## config.mk

```make
export PLATFORM = sky130hd
export DESIGN_NAME = lhnb_ctrl
export DESIGN_NICKNAME = d
export VERILOG_FILES = /design/src/sv/lhnb_pkg.sv /design/src/sv/lhnb_ctrl.sv
export SDC_FILE = /design/constraint.sdc
export NUM_CORES = 1
export LEC_CHECK = 0
export ABC_AREA = 1
export ABC_CLOCK_PERIOD_IN_PS = 2350
export BUFFER_PORTS_ARGS = -buffer_cell sky130_fd_sc_hd__buf_2
export CAP_MARGIN = 20
export CORE_AREA = 2 2 39 41
export CTS_BUF_LIST = sky130_fd_sc_hd__clkbuf_8
export DETAILED_ROUTE_END_ITERATION = 6
export DIE_AREA = 0 0 41 43
export GPL_ROUTABILITY_DRIVEN = 0
export HOLD_SLACK_MARGIN = 0.15
export PLACE_DENSITY = 0.41
export SKIP_CTS_REPAIR_TIMING = 1
export SLEW_MARGIN = 25
export SYNTH_ARGS = -nofsm -noshare
export SYNTH_HDL_FRONTEND = slang
export SYNTH_SLANG_ARGS = --single-unit
```

## constraint.sdc

```tcl
create_clock -name aclk -period 2.35 [get_ports aclk]
set_input_delay 0 -clock aclk [delete_from_list [all_inputs] [get_ports aclk]]
set_output_delay 0 -clock aclk [all_outputs]
set_load 0.02 [all_outputs]
```

## src/sv/lhnb_pkg.sv

```systemverilog
`timescale 1ns / 1ps
// ----------------------------------------------------------------------------
// lhnb_pkg: shared types and constants for the luma histogram
// Operation codes, controller states and the command/status bundles that
// join the controller to the datapath.
// ----------------------------------------------------------------------------
package lhnb_pkg;

    // operation carried in tuser
    localparam logic OP_ACCUM = 1'b0;
    localparam logic OP_READ  = 1'b1;

    // fixed field widths
    localparam int LUMA_W      = 8;
    localparam int SCALE_W     = 11;
    localparam int COUNT_OUT_W = 32;
    localparam int QUOT_W      = 11;
    localparam int DIV_STEP_W  = 4;

    localparam logic [SCALE_W-1:0] SCALE_RESET = 11'd256;

    typedef enum logic [2:0] {
        ST_CLEAR,
        ST_IDLE,
        ST_UPDATE,
        ST_MUL,
        ST_DIV,
        ST_DONE
    } lhnb_state_t;

    typedef struct packed {
        logic clr_wr;    // write zero at the clear pointer
        logic capture;   // take the input beat and start the bin read
        logic upd_wr;    // write back the incremented count
        logic mul_en;    // latch count and scale * count
        logic div_step;  // one restoring division step
        logic out_load;  // load the result register
    } lhnb_cmd_t;

    typedef struct packed {
        logic clr_last;  // clear pointer at the last bin
        logic div_last;  // final quotient bit in progress
        logic out_busy;  // result register still holds an untaken beat
    } lhnb_sts_t;

endpackage

```

## src/sv/lhnb_ctrl.sv

```systemverilog
`timescale 1ns / 1ps
// ----------------------------------------------------------------------------
// lhnb_ctrl: histogram sequencer
// Runs the clearing pass, then steps each beat through read-modify-write or
// through multiply, eleven division steps and result hand-off.
// ----------------------------------------------------------------------------
module lhnb_ctrl (
    input  logic                aclk,
    input  logic                aresetn,
    input  logic                s_tvalid,
    input  logic                s_op,
    output logic                s_tready,
    output lhnb_pkg::lhnb_cmd_t cmd,
    input  lhnb_pkg::lhnb_sts_t sts
);

    lhnb_pkg::lhnb_state_t state_reg, state_next;

    // state register
    always_ff @(posedge aclk) begin
        if (!aresetn) begin
            state_reg <= lhnb_pkg::ST_CLEAR;
        end else begin
            state_reg <= state_next;
        end
    end

    // next state
    always_comb begin
        state_next = state_reg;
        case (state_reg)
            lhnb_pkg::ST_CLEAR: begin
                if (sts.clr_last) state_next = lhnb_pkg::ST_IDLE;
            end
            lhnb_pkg::ST_IDLE: begin
                if (s_tvalid) begin
                    state_next = (s_op == lhnb_pkg::OP_READ) ? lhnb_pkg::ST_MUL
                                                              : lhnb_pkg::ST_UPDATE;
                end
            end
            lhnb_pkg::ST_UPDATE: state_next = lhnb_pkg::ST_IDLE;
            lhnb_pkg::ST_MUL:    state_next = lhnb_pkg::ST_DIV;
            lhnb_pkg::ST_DIV: begin
                if (sts.div_last) state_next = lhnb_pkg::ST_DONE;
            end
            lhnb_pkg::ST_DONE: begin
                if (!sts.out_busy) state_next = lhnb_pkg::ST_IDLE;
            end
            default: state_next = lhnb_pkg::ST_CLEAR;
        endcase
    end

    // command decode
    always_comb begin
        cmd      = '0;
        s_tready = 1'b0;
        case (state_reg)
            lhnb_pkg::ST_CLEAR:  cmd.clr_wr = 1'b1;
            lhnb_pkg::ST_IDLE: begin
                s_tready    = 1'b1;
                cmd.capture = s_tvalid;
            end
            lhnb_pkg::ST_UPDATE: cmd.upd_wr   = 1'b1;
            lhnb_pkg::ST_MUL:    cmd.mul_en   = 1'b1;
            lhnb_pkg::ST_DIV:    cmd.div_step = 1'b1;
            lhnb_pkg::ST_DONE:   cmd.out_load = !sts.out_busy;
            default: begin
                cmd      = '0;
                s_tready = 1'b0;
            end
        endcase
    end

    // at most one datapath action per cycle
    assert property (@(posedge aclk) disable iff (!aresetn) $onehot0(cmd))
        else $error("lhnb_ctrl: more than one datapath command active");

    // a readout reaches the multiply step right after its beat
    assert property (@(posedge aclk) disable iff (!aresetn)
        (cmd.capture && s_op == lhnb_pkg::OP_READ) |=> cmd.mul_en)
        else $error("lhnb_ctrl: readout beat did not start the multiply");

    // hold off input beats during the clearing pass
    assert property (@(posedge aclk) disable iff (!aresetn)
        cmd.clr_wr |-> !s_tready)
        else $error("lhnb_ctrl: input ready during the clearing pass");

endmodule

```

=== Word level (Yosys, flattened, before mapping) ===
Cells that the tools add are included.

* Bits in registers: 3
* Latch bits: 0
* Bits in writable memories: 0
* Bits in read-only memories: 0
* Input bits: 7
* Output and inout bits: 7
* Memories kept: 0

* Add/subtract/negate cells: 0
* $mul: 0
* Divide/modulo/power cells: 0
* $lt $le $gt $ge: 0
* Eq/ne operators: 9
* Shifts and indexed selects: 0
* Muxes and demuxes: 13
* Bitwise logic cells: 0
* Reduce and logical (&&, ||, !) cells: 3

{| class="wikitable"
|+ Operators by type and width
! operator !! number
|-
| $pmux W3 S6 || 1
|-
| $mux W3 || 4
|-
| $mux W1 || 8
|-
| $ne A2 B2 Y1 const B || 4
|-
| $eq A3 B2 Y1 const B || 2
|-
| $eq A3 B3 Y1 const B || 2
|-
| $reduce_and A4 Y1 || 1
|-
| $eq A3 B1 Y1 const B || 1
|-
| $logic_not A3 Y1 || 1
|-
| $logic_not A1 Y1 || 1
|}

=== Depth between registers and ports, before layout ===
* Depth after elaboration: 3
* Gate-level depth with buffers: 7
* Gate-level depth less buffers: 7

=== Worst setup path after synthesis ===
OpenSTA, ideal clock, no wires.

* Kind: register to register
* From: register state_reg[1]
* To: register state_reg[2]
* Library setup time: 113 ps
* Arrival: 841 ps
* Slack: 1,396 ps
* Cell stages (with the launch flop): 7
* Path buffers: 0
* Cell sequence: dfxtp_1 -> inv_2 -> nand3_2 -> o21ai_1 -> nor2_2 -> nor2_1 -> nor2_1

* Word-level cells in the longest chain between the ends: 3
* Elaborated cells on any way between the ends: 12
* Those cells by class: eq/ne (9); mux (1); reduce/logical (2)

{| class="wikitable"
|+ Ends and longest elaborated chain
! what !! line !! RTL
|-
| from (decl) || lhnb_ctrl.sv:17 || <nowiki>lhnb_pkg::lhnb_state_t state_reg, state_next;</nowiki>
|-
| from (signal assigned) || lhnb_ctrl.sv:22 || <nowiki>state_reg <= lhnb_pkg::ST_CLEAR;</nowiki>
|-
| from (signal assigned) || lhnb_ctrl.sv:24 || <nowiki>state_reg <= state_next;</nowiki>
|-
| $eq A3 B3 Y1 (tied with other cells) || lhnb_ctrl.sv:31 || <nowiki>case (state_reg)</nowiki>
|-
| $ne A2 B2 Y1 (no source line) || - ||
|-
| $reduce_and A4 Y1 (no source line) || - ||
|}

Several ways; a longest one is shown, not always the timed one.
A chain may end at the register's enable or synchronous reset.

==> run_results.csv <==
group,metric,value,unit
run_status,status,"completed",
synthesis,synth_compound_area_share,10.3,%
synthesis,synth-adder-area-share,0,%
final_layout,area_growth,61.5,%
sta,max_slew_margin,84.6,%
global_route,grt_max_degree,8,
critical_path,worstSetupStartpoint,"state_reg[2]$_SDFFE_PN0P_",
critical_path,cp_slowest_stage_delay,0.35,ns
critical_path,reg2reg_from,"state_reg[1]$_SDFFE_PN0P_",
final_layout,regArea,60.1,sq um
placed_design,placed_area,329,sq um
cts,cts_tree,"built",
final_layout,final_common_cell,"buf_2",
synthesis,synth-seq-cells,3,
die,fp.dieH,43,um
synthesis,ys_seq_area_share,24.6,%
sta,skew,0.00164,ns
final_layout,fill_cells,172,
die,io-pin-count,14,
routing,wl,616,um
global_route,overflow,0,
die,die_w,41,um
critical_path,worstPathCellList,"or2_1, nor2_1, buf_2",
critical_path,critPathRequiredTime,2.35,ns
placed_design,dp_hpwl,498,um
sta,finalHoldViolCount,0,
cts,cts.sinks,3,
critical_path,endpoint_kind,"primary output",
synthesis,synth_warnings,0,
sta,tightest_slew,0.230,ns
power,powerDensity,1140,nW/um^2
global_route,grt_first_pass_wirelength,897,um
synthesis,netlist_area,244,sq um
routing,wire_per_inst,7.90,um
final_layout,final_nets,70,
sta,rsz0062_at_grt,"false",
synthesis,synthSimpleGateAreaFrac,49.7,%
sta,fin_crit_sh,46.4,%
critical_path,slowest_stage,"dfxtp_1",
sta,fin_crit,1.09,ns
sta,max_freq,917,MHz
routing,firstDrtPassIters,4,
critical_path,reg2reg_depth,6,
routing,postRouteAntennaNets,0,
hold_path,holdCritStartpoint,"s_op",
hold_path,whs_path_depth,3,
die,initial_core_util,17.6,%
cts,clockBufferDepth,2,
sta,setup-tns-final,0,ns
placed_design,io_buffer_count,13,
final_layout,final_cell_mix,"buf_2 (13), nor2_1 (10), inv_1 (9)",
global_route,antenna_found_initial,0,
cts,path_clk_slew,0.03,ns
power,vdd_drop_max,0.000298,V
power,leakage,0.000226,uW
synthesis,synthTopCellsByArea,"dfxtp_1 (25%), nor2_1 (15%), inv_1 (12%)",
final_layout,n_antenna_cell,0,
routing,vias,318,
die,die-area,1760,sq um
cts,cts_buffers,3,
final_layout,multi_input_area,146,sq um
critical_path,crit_fanout,7,
final_layout,fin_util,28.5,%
synthesis,synthCells,43,
global_route,grt_pass1_vias,250,
job,drv_cap,0,
routing,drc_errors,0,
critical_path,cp.arrival,1.09,ns
synthesis,synth_cell_types,15,
hold_path,hp-class,"in -> reg",
sta,finalSetupViolations,0,
synthesis,yosys.area.top_type_share,24.6,%
synthesis,syn_avg_cell_area,5.67,sq um
final_layout,largest_reg_flops,3,
critical_path,crit_type,"reg -> out",
critical_path,critPathLaunchType,"register",
routing,drtIter0Drc,5,
die,core,1380,sq um
sta,slew_violations,0,
global_route,grt.total_usage,8.21,%
synthesis,synth_top_family_by_area,"simple AND/OR/NAND/NOR gates",
synthesis,yosysTopAreaCell,"dfxtp_1",
synthesis,synth_xor_area_share,0,%
final_layout,postLayoutCellArea,394,sq um
cts,cts_max_level,1,
synthesis,synthesis.nets,50,
routing,viasPerCell,4.08,
cts,clkLatencyLatePin,0.22,ns
cts,cts_root_buffer,"clkbuf_8",
final_layout,drive_gt1_share,35.5,%
synthesis,synthMuxAreaShare,0,%
die,num_rows,14,
[metrics by stage]
step | setup WS [ns] | hold slack [ns] | total power (uW) | cells
floorplan | 1.40 | 0.0798 | 247 | 43
global placement | 1.27 | 0.265 | 309 | 72
detailed placement | 1.29 | 0.258 | 304 | 72
CTS | 1.24 | 0.0324 | 452 | 76
global route | 1.17 | 0.157 | 492 | 78
finish | 1.26 | 0.109 | 448 | 78
[routing by layer]
layer	vias to the layer above	part of all wire [%]	track usage (%)
met1	136	42	6.05
met4	0	2.3	8.00
met3	2	7.1	4.71
met2	9	49	13.1
met5	-	0	0
li1	171	-	-
[area by class of cell]
cell class | instances | area share, %
clock buffer | 3 | 10.5
tap | 16 | 5.08
sequential | 3 | 15.2
timing repair buffer | 15 | 21.6
clock inverter | 1 | 0.952
multi-input combinational | 30 | 37.1
inverter | 10 | 9.52
[logic make-up after synthesis]
logic type / Yosys count
DFF: 3
AOI/OAI and AO/OA: 5
and+or+nand+nor: 25
buffers and inverters: 10
[critical path: cells and delay by family (launching register included)]
kind	cells	cell delay [ns]
AND/OR/NAND/NOR	2	0.36
flip-flops	1	0.35
buffers and inverters	1	0.16
[Yosys cell counts]
master and number:
a21oi_1 2, dfxtp_1 3, inv_1 8, inv_2 2, nand2_1 4, nand2_2 1, nand3_1 4, nand3_2 1
nand4_1 1, nor2_1 10, nor2_2 2, nor3b_1 1, o21ai_0 2, o21ai_1 1, or2_1 1
[power breakdown]
group          leakage [uW]  internal, uW  switching, uW  total, uW
sequential        0.0000248          66.4           24.6       91.0
clock             0.0000269           111           34.3        146
combinational      0.000174          78.2            133        211
total              0.000226           256            192        448
[path summary, 6_finish.rpt]
kind              slack [ns]                        end
setup / recovery        1.26                     cmd[3]
setup reg to reg        1.31  state_reg[2]$_SDFFE_PN0P_
hold reg to reg         0.56  state_reg[2]$_SDFFE_PN0P_
hold / removal          0.11  state_reg[0]$_SDFFE_PN0P_
Note: power is estimated with default switching activity, not from simulation.
